File: config.mk
export PLATFORM = sky130hd
export DESIGN_NAME = range_pixel_from_point_top
export DESIGN_NICKNAME = d
export VERILOG_FILES = /design/src/design/rpfp_pkg.sv /design/src/design/range_pixel_from_point_top.sv /design/src/design/rpfp_dot_serial.sv /design/src/design/rpfp_sqrt_serial.sv /design/src/design/rpfp_mul_serial.sv
export VERILOG_INCLUDE_DIRS = /design/src /design/src/design
export SDC_FILE = /design/constraint.sdc
export NUM_CORES = 1
export LEC_CHECK = 0
export BUFFER_PORTS_ARGS = -buffer_cell sky130_fd_sc_hd__buf_2
export CORE_MARGIN = 1
export CORE_UTILIZATION = 30
export DETAILED_ROUTE_END_ITERATION = 10
export HOLD_SLACK_MARGIN = 0.08
export PLACE_DENSITY = 0.51
export SLEW_MARGIN = 40
export SYNTH_ARGS = -nofsm -noshare
export SYNTH_HDL_FRONTEND = slang
export SYNTH_SLANG_ARGS = --single-unit
File: constraint.sdc
create_clock -name i_clk -period 10.95 [get_ports i_clk]
set_input_delay 0.5475 -clock i_clk [delete_from_list [all_inputs] [get_ports i_clk]]
set_output_delay 0.5475 -clock i_clk [all_outputs]
set_load 0.01 [all_outputs]
File: src/design/range_pixel_from_point_top_defines.svh
// assertion macros shared by the range pixel block
`ifndef RANGE_PIXEL_FROM_POINT_TOP_DEFINES_SVH
`define RANGE_PIXEL_FROM_POINT_TOP_DEFINES_SVH

// same-cycle implication on the block clock, off during reset
`define RPFP_ASSERT_HOLDS(label, ante, cons, msg) \
    label: assert property (@(posedge i_clk) disable iff (!i_rst_n) (ante) |-> (cons)) \
        else $error(msg);

// next-cycle implication on the block clock, off during reset
`define RPFP_ASSERT_NEXT(label, ante, cons, msg) \
    label: assert property (@(posedge i_clk) disable iff (!i_rst_n) (ante) |=> (cons)) \
        else $error(msg);

`endif

File: src/design/rpfp_pkg.sv
// shared types and constants of the range pixel block
package rpfp_pkg;

    localparam int COORD_BITS      = 24;
    localparam int FOCAL_BITS      = 16;
    localparam int FOCAL_FRAC_BITS = 14;
    localparam int RANGE_BITS      = 24;
    localparam int GREY_BITS       = 8;
    localparam int SCALE_BITS      = 32;
    localparam int SCALE_FRAC_LIN  = 24;
    localparam int SCALE_FRAC_QUAD = 28;
    localparam int ROOT_PAD_BITS   = 8;
    localparam int SQRT_IN_BITS    = RANGE_BITS + ROOT_PAD_BITS;
    localparam int ROOT_BITS       = SQRT_IN_BITS / 2;
    localparam int DOT_BITS        = FOCAL_BITS + COORD_BITS + 2;
    localparam int CFG_IDX_BITS    = 3;
    localparam int CFG_DATA_BITS   = 32;
    localparam int GREY_MAX        = 255;

    localparam logic [FOCAL_BITS-1:0] FOCAL_Z_RESET    = 16'd16384;
    localparam logic [SCALE_BITS-1:0] GREY_SCALE_RESET = 32'd16777216;
    localparam logic [RANGE_BITS-1:0] RANGE_MAX        = '1;

    // register map
    typedef enum logic [CFG_IDX_BITS-1:0] {
        CFG_QUAD_MODE  = 3'd0,
        CFG_FOCAL_X    = 3'd1,
        CFG_FOCAL_Y    = 3'd2,
        CFG_FOCAL_Z    = 3'd3,
        CFG_GREY_SCALE = 3'd4
    } t_cfg_idx;

    // input beat
    typedef struct packed {
        logic signed [COORD_BITS-1:0] point_x;
        logic signed [COORD_BITS-1:0] point_y;
        logic signed [COORD_BITS-1:0] point_z;
        logic                         frame_start;
    } t_point_in;

    // output beat
    typedef struct packed {
        logic [RANGE_BITS-1:0] range_value;
        logic                  has_depth;
        logic                  behind_plane;
        logic [GREY_BITS-1:0]  grey_level;
        logic [RANGE_BITS-1:0] frame_max;
    } t_pixel_out;

endpackage

File: src/design/range_pixel_from_point_top.sv
// top level: point to range-image pixel with running frame maximum
//
// channel  handshake                 payload      dir
// point    i_pt_valid / o_pt_ready   i_pt         in
// pixel    o_px_valid / i_px_ready   o_px         out
// config   i_cfg_we                  i_cfg_idx,   in
//                                    i_cfg_data
//
// one point in flight; a point with no depth or behind the plane goes from the
// dot product straight to the output, linear mode adds the multiply and
// square-root mode the root before it; the bit-serial dot product, the root
// and the shift-add multiply run one after the other.
// the next point is taken while a finished pixel still waits in the output
// register; the sequencer holds in its last step until that register frees.
// synchronous active-low reset restores the register defaults and clears
// the running maximum.
`include "range_pixel_from_point_top_defines.svh"

module range_pixel_from_point_top #(
    parameter int FOCAL_FRAC_BITS = rpfp_pkg::FOCAL_FRAC_BITS
) (
    input  logic                                i_clk,
    input  logic                                i_rst_n,
    input  logic                                i_pt_valid,
    output logic                                o_pt_ready,
    input  rpfp_pkg::t_point_in                 i_pt,
    output logic                                o_px_valid,
    input  logic                                i_px_ready,
    output rpfp_pkg::t_pixel_out                o_px,
    input  logic                                i_cfg_we,
    input  logic [rpfp_pkg::CFG_IDX_BITS-1:0]   i_cfg_idx,
    input  logic [rpfp_pkg::CFG_DATA_BITS-1:0]  i_cfg_data
);

    import rpfp_pkg::*;

    localparam int PROD_W = SCALE_BITS + RANGE_BITS;
    localparam logic [PROD_W:0] FULL_LIN  = (PROD_W+1)'(GREY_MAX) << SCALE_FRAC_LIN;
    localparam logic [PROD_W:0] FULL_QUAD = (PROD_W+1)'(GREY_MAX) << SCALE_FRAC_QUAD;
    localparam logic [PROD_W:0] HALF_LIN  = (PROD_W+1)'(1) << (SCALE_FRAC_LIN - 1);
    localparam logic [PROD_W:0] HALF_QUAD = (PROD_W+1)'(1) << (SCALE_FRAC_QUAD - 1);

    typedef enum logic [2:0] {
        S_IDLE,
        S_DOT,
        S_EVAL,
        S_SQRT,
        S_MUL,
        S_GREY,
        S_OUT
    } t_state;

    // configuration registers
    logic                  r_quad;
    logic [FOCAL_BITS-1:0] r_fx, r_fy, r_fz;
    logic [SCALE_BITS-1:0] r_scale;

    // sequencer and datapath registers
    t_state                r_state, n_state;
    logic                  r_px_valid, n_px_valid;
    t_pixel_out            r_px, n_px;
    logic [RANGE_BITS-1:0] r_max, n_max;
    logic [RANGE_BITS-1:0] r_range, n_range;
    logic                  r_depth, n_depth;
    logic                  r_behind, n_behind;
    logic [GREY_BITS-1:0]  r_grey, n_grey;

    // unit connections
    logic                  w_pt_acc;
    logic                  w_dot_done;
    logic [DOT_BITS-1:0]   w_dot, w_dot_sh;
    logic [RANGE_BITS-1:0] w_range_sat;
    logic                  w_sqrt_start, w_sqrt_done;
    logic [ROOT_BITS-1:0]  w_root;
    logic                  w_mul_start, w_mul_done;
    logic [RANGE_BITS-1:0] w_mul_b;
    logic [PROD_W-1:0]     w_prod;
    logic [PROD_W:0]       w_full, w_half, w_prod_x, w_diff;
    logic [GREY_BITS-1:0]  w_grey;
    logic                  w_valid_pt;

    // configuration writes
    always_ff @(posedge i_clk) begin
        if (!i_rst_n) begin
            r_quad  <= 1'b0;
            r_fx    <= '0;
            r_fy    <= '0;
            r_fz    <= FOCAL_Z_RESET;
            r_scale <= GREY_SCALE_RESET;
        end else if (i_cfg_we) begin
            unique case (t_cfg_idx'(i_cfg_idx))
                CFG_QUAD_MODE:  r_quad  <= i_cfg_data[0];
                CFG_FOCAL_X:    r_fx    <= i_cfg_data[FOCAL_BITS-1:0];
                CFG_FOCAL_Y:    r_fy    <= i_cfg_data[FOCAL_BITS-1:0];
                CFG_FOCAL_Z:    r_fz    <= i_cfg_data[FOCAL_BITS-1:0];
                CFG_GREY_SCALE: r_scale <= i_cfg_data[SCALE_BITS-1:0];
                default: ;
            endcase
        end
    end

    assign o_pt_ready = (r_state == S_IDLE);
    assign w_pt_acc   = i_pt_valid && o_pt_ready;
    assign w_valid_pt = r_depth && !r_behind;

    // dot product of the point with the focal vector
    rpfp_dot_serial #(
        .COORD_W (COORD_BITS),
        .FOCAL_W (FOCAL_BITS)
    ) u_dot (
        .i_clk   (i_clk),
        .i_rst_n (i_rst_n),
        .i_start (w_pt_acc),
        .i_px    (i_pt.point_x),
        .i_py    (i_pt.point_y),
        .i_pz    (i_pt.point_z),
        .i_fx    (r_fx),
        .i_fy    (r_fy),
        .i_fz    (r_fz),
        .o_done  (w_dot_done),
        .o_dot   (w_dot)
    );

    // range: drop the focal fraction bits and saturate
    always_comb begin
        w_dot_sh    = w_dot >> FOCAL_FRAC_BITS;
        w_range_sat = (w_dot_sh[DOT_BITS-1:RANGE_BITS] != '0) ? RANGE_MAX
                                                               : w_dot_sh[RANGE_BITS-1:0];
    end

    // square root of range in q.4
    assign w_sqrt_start = (r_state == S_EVAL) && w_valid_pt && r_quad;

    rpfp_sqrt_serial #(
        .IN_W (SQRT_IN_BITS)
    ) u_sqrt (
        .i_clk   (i_clk),
        .i_rst_n (i_rst_n),
        .i_start (w_sqrt_start),
        .i_value ({r_range, {ROOT_PAD_BITS{1'b0}}}),
        .o_done  (w_sqrt_done),
        .o_root  (w_root)
    );

    // scale times range or root
    assign w_mul_start = ((r_state == S_EVAL) && w_valid_pt && !r_quad)
                      || ((r_state == S_SQRT) && w_sqrt_done);
    assign w_mul_b     = r_quad ? RANGE_BITS'(w_root) : r_range;

    rpfp_mul_serial #(
        .A_W (SCALE_BITS),
        .B_W (RANGE_BITS)
    ) u_mul (
        .i_clk   (i_clk),
        .i_rst_n (i_rst_n),
        .i_start (w_mul_start),
        .i_a     (r_scale),
        .i_b     (w_mul_b),
        .o_done  (w_mul_done),
        .o_prod  (w_prod)
    );

    // grey = round half up of 255 - product, zero once product passes 255
    always_comb begin
        w_full   = r_quad ? FULL_QUAD : FULL_LIN;
        w_half   = r_quad ? HALF_QUAD : HALF_LIN;
        w_prod_x = {1'b0, w_prod};
        w_diff   = w_full + w_half - w_prod_x;
        if (w_prod_x > w_full) begin
            w_grey = '0;
        end else if (r_quad) begin
            w_grey = w_diff[SCALE_FRAC_QUAD +: GREY_BITS];
        end else begin
            w_grey = w_diff[SCALE_FRAC_LIN +: GREY_BITS];
        end
    end

    // sequencer
    always_comb begin
        n_state    = r_state;
        n_px_valid = r_px_valid && !i_px_ready;
        n_px       = r_px;
        n_max      = r_max;
        n_range    = r_range;
        n_depth    = r_depth;
        n_behind   = r_behind;
        n_grey     = r_grey;
        unique case (r_state)
            S_IDLE: begin
                if (w_pt_acc) begin
                    n_depth = (i_pt.point_x != '0) || (i_pt.point_y != '0)
                           || (i_pt.point_z != '0);
                    if (i_pt.frame_start) begin
                        n_max = '0;
                    end
                    n_state = S_DOT;
                end
            end
            S_DOT: begin
                if (w_dot_done) begin
                    n_behind = r_depth && w_dot[DOT_BITS-1];
                    n_range  = (r_depth && !w_dot[DOT_BITS-1]) ? w_range_sat : '0;
                    n_state  = S_EVAL;
                end
            end
            S_EVAL: begin
                if (!w_valid_pt) begin
                    n_grey  = '0;
                    n_state = S_OUT;
                end else begin
                    if (r_range > r_max) begin
                        n_max = r_range;
                    end
                    n_state = r_quad ? S_SQRT : S_MUL;
                end
            end
            S_SQRT: begin
                if (w_sqrt_done) begin
                    n_state = S_MUL;
                end
            end
            S_MUL: begin
                if (w_mul_done) begin
                    n_state = S_GREY;
                end
            end
            S_GREY: begin
                n_grey  = w_grey;
                n_state = S_OUT;
            end
            S_OUT: begin
                if (!r_px_valid || i_px_ready) begin
                    n_px.range_value  = r_range;
                    n_px.has_depth    = r_depth;
                    n_px.behind_plane = r_behind;
                    n_px.grey_level   = r_grey;
                    n_px.frame_max    = r_max;
                    n_px_valid        = 1'b1;
                    n_state           = S_IDLE;
                end
            end
            default: begin
                n_state = S_IDLE;
            end
        endcase
    end

    // state and output register
    always_ff @(posedge i_clk) begin
        if (!i_rst_n) begin
            r_state    <= S_IDLE;
            r_px_valid <= 1'b0;
            r_max      <= '0;
        end else begin
            r_state    <= n_state;
            r_px_valid <= n_px_valid;
            r_max      <= n_max;
        end
        r_px     <= n_px;
        r_range  <= n_range;
        r_depth  <= n_depth;
        r_behind <= n_behind;
        r_grey   <= n_grey;
    end

    assign o_px_valid = r_px_valid;
    assign o_px       = r_px;

    // checks
    `RPFP_ASSERT_HOLDS(a_invalid_zero, o_px_valid && (o_px.behind_plane || !o_px.has_depth), (o_px.range_value == '0) && (o_px.grey_level == '0), "invalid pixel carries range or grey")
    `RPFP_ASSERT_HOLDS(a_max_covers, o_px_valid, o_px.frame_max >= o_px.range_value, "frame maximum below pixel range")
    `RPFP_ASSERT_NEXT(a_one_in_flight, w_pt_acc, !o_pt_ready, "point taken while another is in flight")
    `RPFP_ASSERT_HOLDS(a_dot_in_step, w_dot_done, r_state == S_DOT, "dot product finished outside its step")

endmodule

File: src/design/rpfp_dot_serial.sv
// bit-serial three-term dot product, coordinate bits msb first
module rpfp_dot_serial #(
    parameter int COORD_W = rpfp_pkg::COORD_BITS,
    parameter int FOCAL_W = rpfp_pkg::FOCAL_BITS
) (
    input  logic                       i_clk,
    input  logic                       i_rst_n,
    input  logic                       i_start,
    input  logic [COORD_W-1:0]         i_px,
    input  logic [COORD_W-1:0]         i_py,
    input  logic [COORD_W-1:0]         i_pz,
    input  logic [FOCAL_W-1:0]         i_fx,
    input  logic [FOCAL_W-1:0]         i_fy,
    input  logic [FOCAL_W-1:0]         i_fz,
    output logic                       o_done,
    output logic [FOCAL_W+COORD_W+1:0] o_dot
);

    localparam int ACC_W  = FOCAL_W + COORD_W + 2;
    localparam int TERM_W = FOCAL_W + 2;
    localparam int CNT_W  = $clog2(COORD_W);

    logic               r_busy, n_busy;
    logic               r_done, n_done;
    logic [CNT_W-1:0]   r_cnt, n_cnt;
    logic [COORD_W-1:0] r_sx, n_sx;
    logic [COORD_W-1:0] r_sy, n_sy;
    logic [COORD_W-1:0] r_sz, n_sz;
    logic [ACC_W-1:0]   r_acc, n_acc;
    logic [TERM_W-1:0]  w_ex, w_ey, w_ez, w_sum, w_term;

    // focal terms selected by the current coordinate bits
    always_comb begin
        w_ex   = r_sx[COORD_W-1] ? {{2{i_fx[FOCAL_W-1]}}, i_fx} : '0;
        w_ey   = r_sy[COORD_W-1] ? {{2{i_fy[FOCAL_W-1]}}, i_fy} : '0;
        w_ez   = r_sz[COORD_W-1] ? {{2{i_fz[FOCAL_W-1]}}, i_fz} : '0;
        w_sum  = w_ex + w_ey + w_ez;
        // the sign bit of a two's complement coordinate weighs negative
        w_term = (r_cnt == CNT_W'(COORD_W - 1)) ? (TERM_W'(0) - w_sum) : w_sum;
    end

    // horner step: acc = 2*acc + term
    always_comb begin
        n_busy = r_busy;
        n_done = 1'b0;
        n_cnt  = r_cnt;
        n_sx   = r_sx;
        n_sy   = r_sy;
        n_sz   = r_sz;
        n_acc  = r_acc;
        if (i_start) begin
            n_busy = 1'b1;
            n_cnt  = CNT_W'(COORD_W - 1);
            n_sx   = i_px;
            n_sy   = i_py;
            n_sz   = i_pz;
            n_acc  = '0;
        end else if (r_busy) begin
            n_acc = {r_acc[ACC_W-2:0], 1'b0}
                  + {{(ACC_W-TERM_W){w_term[TERM_W-1]}}, w_term};
            n_sx  = {r_sx[COORD_W-2:0], 1'b0};
            n_sy  = {r_sy[COORD_W-2:0], 1'b0};
            n_sz  = {r_sz[COORD_W-2:0], 1'b0};
            n_cnt = r_cnt - CNT_W'(1);
            if (r_cnt == '0) begin
                n_busy = 1'b0;
                n_done = 1'b1;
            end
        end
    end

    // registers
    always_ff @(posedge i_clk) begin
        if (!i_rst_n) begin
            r_busy <= 1'b0;
            r_done <= 1'b0;
        end else begin
            r_busy <= n_busy;
            r_done <= n_done;
        end
        r_cnt <= n_cnt;
        r_sx  <= n_sx;
        r_sy  <= n_sy;
        r_sz  <= n_sz;
        r_acc <= n_acc;
    end

    assign o_done = r_done;
    assign o_dot  = r_acc;

endmodule

File: src/design/rpfp_sqrt_serial.sv
// restoring integer square root, two radicand bits per cycle
module rpfp_sqrt_serial #(
    parameter int IN_W = rpfp_pkg::SQRT_IN_BITS
) (
    input  logic                i_clk,
    input  logic                i_rst_n,
    input  logic                i_start,
    input  logic [IN_W-1:0]     i_value,
    output logic                o_done,
    output logic [IN_W/2-1:0]   o_root
);

    localparam int ROOT_W = IN_W / 2;
    localparam int CNT_W  = $clog2(ROOT_W);
    localparam int REM_W  = ROOT_W + 1;
    localparam int WORK_W = ROOT_W + 3;

    logic              r_busy, n_busy;
    logic              r_done, n_done;
    logic [CNT_W-1:0]  r_cnt, n_cnt;
    logic [IN_W-1:0]   r_val, n_val;
    logic [REM_W-1:0]  r_rem, n_rem;
    logic [ROOT_W-1:0] r_root, n_root;
    logic [WORK_W-1:0] w_rem_sh, w_trial, w_diff;
    logic              w_ge;

    // trial subtraction of 4*root+1 from the shifted remainder
    always_comb begin
        w_rem_sh = {r_rem, r_val[IN_W-1 -: 2]};
        w_trial  = {1'b0, r_root, 2'b01};
        w_diff   = w_rem_sh - w_trial;
        w_ge     = (w_rem_sh >= w_trial);
    end

    // sequencing
    always_comb begin
        n_busy = r_busy;
        n_done = 1'b0;
        n_cnt  = r_cnt;
        n_val  = r_val;
        n_rem  = r_rem;
        n_root = r_root;
        if (i_start) begin
            n_busy = 1'b1;
            n_cnt  = CNT_W'(ROOT_W - 1);
            n_val  = i_value;
            n_rem  = '0;
            n_root = '0;
        end else if (r_busy) begin
            n_rem  = w_ge ? w_diff[REM_W-1:0] : w_rem_sh[REM_W-1:0];
            n_root = {r_root[ROOT_W-2:0], w_ge};
            n_val  = {r_val[IN_W-3:0], 2'b00};
            n_cnt  = r_cnt - CNT_W'(1);
            if (r_cnt == '0) begin
                n_busy = 1'b0;
                n_done = 1'b1;
            end
        end
    end

    // registers
    always_ff @(posedge i_clk) begin
        if (!i_rst_n) begin
            r_busy <= 1'b0;
            r_done <= 1'b0;
        end else begin
            r_busy <= n_busy;
            r_done <= n_done;
        end
        r_cnt  <= n_cnt;
        r_val  <= n_val;
        r_rem  <= n_rem;
        r_root <= n_root;
    end

    assign o_done = r_done;
    assign o_root = r_root;

endmodule

File: src/design/rpfp_mul_serial.sv
// shift-add unsigned multiplier, one multiplier bit per cycle lsb first
module rpfp_mul_serial #(
    parameter int A_W = rpfp_pkg::SCALE_BITS,
    parameter int B_W = rpfp_pkg::RANGE_BITS
) (
    input  logic               i_clk,
    input  logic               i_rst_n,
    input  logic               i_start,
    input  logic [A_W-1:0]     i_a,
    input  logic [B_W-1:0]     i_b,
    output logic               o_done,
    output logic [A_W+B_W-1:0] o_prod
);

    localparam int PROD_W = A_W + B_W;
    localparam int CNT_W  = $clog2(B_W);

    logic              r_busy, n_busy;
    logic              r_done, n_done;
    logic [CNT_W-1:0]  r_cnt, n_cnt;
    logic [A_W-1:0]    r_a, n_a;
    logic [PROD_W-1:0] r_prod, n_prod;
    logic [A_W:0]      w_sum;

    // add the multiplicand into the upper half when the low bit is set
    always_comb begin
        w_sum = {1'b0, r_prod[PROD_W-1:B_W]} + (r_prod[0] ? {1'b0, r_a} : '0);
    end

    // sequencing
    always_comb begin
        n_busy = r_busy;
        n_done = 1'b0;
        n_cnt  = r_cnt;
        n_a    = r_a;
        n_prod = r_prod;
        if (i_start) begin
            n_busy = 1'b1;
            n_cnt  = CNT_W'(B_W - 1);
            n_a    = i_a;
            n_prod = {{A_W{1'b0}}, i_b};
        end else if (r_busy) begin
            n_prod = {w_sum, r_prod[B_W-1:1]};
            n_cnt  = r_cnt - CNT_W'(1);
            if (r_cnt == '0) begin
                n_busy = 1'b0;
                n_done = 1'b1;
            end
        end
    end

    // registers
    always_ff @(posedge i_clk) begin
        if (!i_rst_n) begin
            r_busy <= 1'b0;
            r_done <= 1'b0;
        end else begin
            r_busy <= n_busy;
            r_done <= n_done;
        end
        r_cnt  <= n_cnt;
        r_a    <= n_a;
        r_prod <= n_prod;
    end

    assign o_done = r_done;
    assign o_prod = r_prod;

endmodule
==> Implementation_results.wiki <==
{| class="wikitable"
! Metric !! Value
|-
| Result of the run || finished, final reports clean
|-
| Warnings from Yosys || 0
|-
| Internal power summed over all cells || 3.70 mW
|-
| Share of final-layout standard cells stronger than drive strength 1 || roughly 11%
|-
| Crit path max fanout || 30
|-
| Clock skew after layout || about 0.072 ns
|-
| Final net count || 3285
|-
| R2R Setup Slk || 4.05 ns
|-
| Share of total power in combinational logic || 23.9%
|-
| Max-slew violation count || 0
|-
| Sum of overflow across all layers after global routing || 0
|-
| Hold Vio Cnt, Final || 0
|-
| Worst reg-to-reg path cell count || 24
|-
| Flop and latch count out of synthesis || 480
|-
| Critical Path Slowest Stage Cell || sky130_fd_sc_hd__edfxtp_1
|-
| Overall global routing resource usage || between 10% and 20%
|-
| Kind of cell adding the most delay to the critical path || simple AND/OR/NAND/NOR gates
|-
| Number of buffers created by CTS || 56
|-
| Number of H-tree levels || 2
|-
| Count of standard-cell rows || ~110
|-
| Commonest non-fill, non-tap cell in the layout || sky130_fd_sc_hd__nand2_1
|-
| Worst Setup Path Type || flip-flop to flip-flop
|-
| Area overhead of the layout relative to synthesis || 15.5%
|-
| Slew @ Worst Pin || 0.804 ns
|-
| Hold worst-path end || r_scale[24]
|-
| Most used DFF post-synth || sky130_fd_sc_hd__edfxtp_1
|-
| Maximum clock rate || around 150 MHz
|-
| Post-synth design cell area || 26300 um^2
|-
| Critical path startpoint category || flip-flop
|-
| Sequential share of the synthesized area || between 40 and 50%
|-
| DRC marker count from the first detailed-route iteration || 1215
|-
| Detailed-route via count || 19800
|-
| Worst reg2reg endpoint || u_dot.o_dot[41]
|-
| Count of hold-fix buffers inserted at cts || 0
|-
| Maximum clock insertion buffer count || 3
|-
| TritonCTS sink count || 480
|-
| Vias in the first global route || slightly below 20000
|-
| Total nets after synthesis || roughly 3200
|-
| Cells along the critical path || and2_1 > fa_1 > ha_1 > fa_1 > a211oi_1 > nor2_1 > xor2_1 > nor4_4 > nand4_1 > nor4_2 > a31oi_1 > xor2_2 > buf_4 > ha_1 > nand3_1 > or2_2 > o22ai_1 > o21ai_0 > nor3_1 > a21oi_1 > a41oi_1 > xor2_1 > xnor2_1 > a21oi_1
|-
| Gate count of the mapped netlist || about 2800
|-
| Required time of the critical path || about 11 ns
|-
| Post-route clock period utilization || between 60% and 70%
|-
| Post-route DRC || 0
|-
| Commonest cells after routing, fill and taps aside || sky130_fd_sc_hd__nand2_1, sky130_fd_sc_hd__edfxtp_1, sky130_fd_sc_hd__dfxtp_1, sky130_fd_sc_hd__nor2_1, sky130_fd_sc_hd__buf_2
|-
| Crit end category || flip-flop
|-
| Buffer count from post-CTS setup fixing || 0
|-
| Area of the core || 86800 um^2
|-
| Total design power || roughly 5.4 mW
|-
| Net switching power of the design || between 1.5 and 2 mW
|-
| Starting density of the core || 30.3%
|-
| Gp weighted congestion || 0.830
|-
| Die outline height || a little under 300 um
|-
| Total Neg Setup Slack || 0 ns
|-
| Global-route wire length before repair || around 110000 um
|-
| Hold path start || i_cfg_data[24]
|-
| Insertion delay of the later-clocked pin in the worst-skew pair || approximately 0.66 ns
|-
| Number of synthesized flops with an enable pin || 244
|-
| Launch point of the worst reg-to-reg path || u_dot.r_sz[23]
|-
| Port buffer count || 172
|-
| Antenna violations before repair || 1
|-
| Hold Crit Depth || 3
|-
| Floorplan die area || approximately 90000 um^2
|-
| Setup repair after global routing missed its margin || false
|-
| Static Leak || around 12 nW
|-
| CTS tree || done
|-
| Critical path's largest stage delay || between 0.6 and 0.7 ns
|-
| Worst IR drop on VDD || ~0.00012 V
|-
| Clock transition at the registers of the reported paths || about 0.060 ns
|-
| Worst max-slew margin expressed relative to the limit || between 40% and 50%
|-
| Worst EP arrival || approximately 7.4 ns
|-
| Clock share of power || about 37%
|-
| Initial DRT Pass Iterations || 5
|-
| Pin count of the biggest net entering global routing || 77
|-
| Drt total wl || about 67000 um
|-
| Root cell of the clock tree || sky130_fd_sc_hd__clkbuf_16
|-
| Final critical path time including I/O delays and setup || 6.90 ns
|-
| Mean instance size in the synthesized netlist || ~9 um^2
|-
| Average via count per standard cell || ~4.7
|-
| Antenna Cells || 0
|-
| Post-cts repair resize count || 0
|-
| Hold Crit Class || input pin to flip-flop
|-
| Detailed-route wire length per cell || roughly 16 um
|-
| Final setup violation count || 0
|-
| Residual antenna-violating net count after detailed routing || 0
|-
| Switching share of power || between 30% and 40%
|-
| Seq pwr share || 39.5%
|-
| Power per unit of standard cell area || approximately 180 nW/um^2
|-
| Die W || between 200 and 300 um
|-
| Async set-or-reset flop fraction in the synthesized netlist || 0%
|-
| Ports placed on the boundary || 173
|-
| Final HPWL from detailed placement || roughly 47000 um
|-
| Number of library cell types mapped by synthesis || between 70 and 80
|-
| Number of max-cap violations || 0
|-
| Total buffers and inverters traversed by the critical path || 1
|}
tightest hold or removal path, cell delays in order:
cell	delay, ns
sky130_fd_sc_hd__buf_2	0.08
sky130_fd_sc_hd__nand2_1	0.04
sky130_fd_sc_hd__nand3_1	0.06
metal layers:
| metal | up-vias | global-route usage [%] | routed length [um] |
|---|---|---|---|
| met5 | - | 0 | 0 |
| met4 | 0 | 3.37 | 1190 |
| met3 | 79 | 2.25 | 2410 |
| met2 | 310 | 23.3 | 29700 |
| met1 | 9245 | 20.9 | 33200 |
| li1 | 10200 | - | - |
power groups by stage:
stage	logic, mW	clock network, mW	registers [mW]
finish	1.28	1.97	2.12
CTS	1.29	2.03	2.12
global placement	1.27	0	2.16
floorplan	1.01	0	2.12
detailed placement	1.28	0	2.16
global route	1.45	2.10	2.13
final cells by class:
cell class / count / area (um^2)
flip-flops and latches: 480 / 12100
repair buffers: 199 / 1090
well taps: 1155 / 1450
clock buffers: 74 / 1530
multi-input cells: 2119 / 13300
fillers: 8971 / 56400
inverters: 128 / 482
clock inverters: 32 / 420
per-stage QoR:
stage          hold WS (ns)  std cells  cell area, um^2  util [%]  setup slack [ns]
2_1_floorplan         0.400       2849            26300         -              3.94
4_1_cts              0.0997       4187            30400      35.0              4.03
6_report              0.147       4187            30400      35.0              4.05
5_1_grt               0.139       4187            30400      35.0              3.47
3_5_place_dp          0.412       4081            28400      32.7              3.98
3_3_place_gp          0.405       4078            28400      32.7              4.10
cells in the mapped netlist, types with 16 or more instances:
cell type / count / area share (%)
sky130_fd_sc_hd__nand2_1: 656 / 9.4
sky130_fd_sc_hd__a21boi_0: 85 / 2.4
sky130_fd_sc_hd__inv_1: 126 / 1.8
sky130_fd_sc_hd__edfxtp_1: 244 / 28
sky130_fd_sc_hd__o21a_1: 25 / 0.71
sky130_fd_sc_hd__a211oi_1: 27 / 0.77
sky130_fd_sc_hd__nor2_1: 214 / 3.1
sky130_fd_sc_hd__nor4_1: 30 / 0.71
sky130_fd_sc_hd__nand2b_1: 25 / 0.59
sky130_fd_sc_hd__clkbuf_1: 110 / 1.6
sky130_fd_sc_hd__mux2i_1: 109 / 4.1
sky130_fd_sc_hd__xor2_1: 42 / 1.4
sky130_fd_sc_hd__and3_1: 16 / 0.38
sky130_fd_sc_hd__fa_1: 19 / 1.4
sky130_fd_sc_hd__a21oi_1: 118 / 2.2
sky130_fd_sc_hd__a31oi_1: 18 / 0.43
sky130_fd_sc_hd__xnor2_1: 75 / 2.5
sky130_fd_sc_hd__a21o_1: 61 / 1.7
sky130_fd_sc_hd__nor2b_1: 26 / 0.62
sky130_fd_sc_hd__o21ai_0: 109 / 2.1
sky130_fd_sc_hd__ha_1: 169 / 8.0
sky130_fd_sc_hd__and2_1: 47 / 1.1
sky130_fd_sc_hd__nand3_1: 42 / 0.80
sky130_fd_sc_hd__nand4_1: 18 / 0.43
sky130_fd_sc_hd__dfxtp_1: 236 / 18
sky130_fd_sc_hd__nor3_1: 34 / 0.65
flip-flops by register name, summed over array words and instances, names as in the netlist, 3 cells and up:
name	flops
o_px	58
u_mul.o_prod	56
u_dot.o_dot	42
r_scale	32
u_mul.r_a	32
r_max	24
r_range	24
u_dot.r_sx	24
u_dot.r_sy	24
u_dot.r_sz	24
u_sqrt.r_val	24
u_sqrt.r_rem	17
r_fx	16
r_fy	16
r_fz	16
u_sqrt.o_root	16
r_grey	8
u_dot.r_cnt	5
u_mul.r_cnt	5
u_sqrt.r_cnt	4
r_state	3
worst max-delay path by stage:
stage	start	end	slack, ns	cells after the start
final	u_dot.r_sz[23]	u_dot.o_dot[41]	4.05	24
after global routing	u_dot.r_sy[23]	u_dot.o_dot[41]	3.47	24
after CTS	u_dot.r_sz[23]	u_dot.o_dot[41]	4.03	24
after detailed placement	u_dot.r_sz[23]	u_dot.o_dot[41]	3.98	24
after global placement	u_dot.r_sz[23]	u_dot.o_dot[41]	4.10	24
after floorplan	u_dot.r_sy[23]	u_dot.o_dot[41]	3.94	25
kinds of logic after synthesis:
family	share of synthesized area, %
simple gates	19.8
compound gates	13.1
flops	45.8
buf+inv	3.62
fa+ha+maj	9.49
xor+xnor	3.90
mux	4.23
Note: power is estimated with default switching activity, not from simulation.
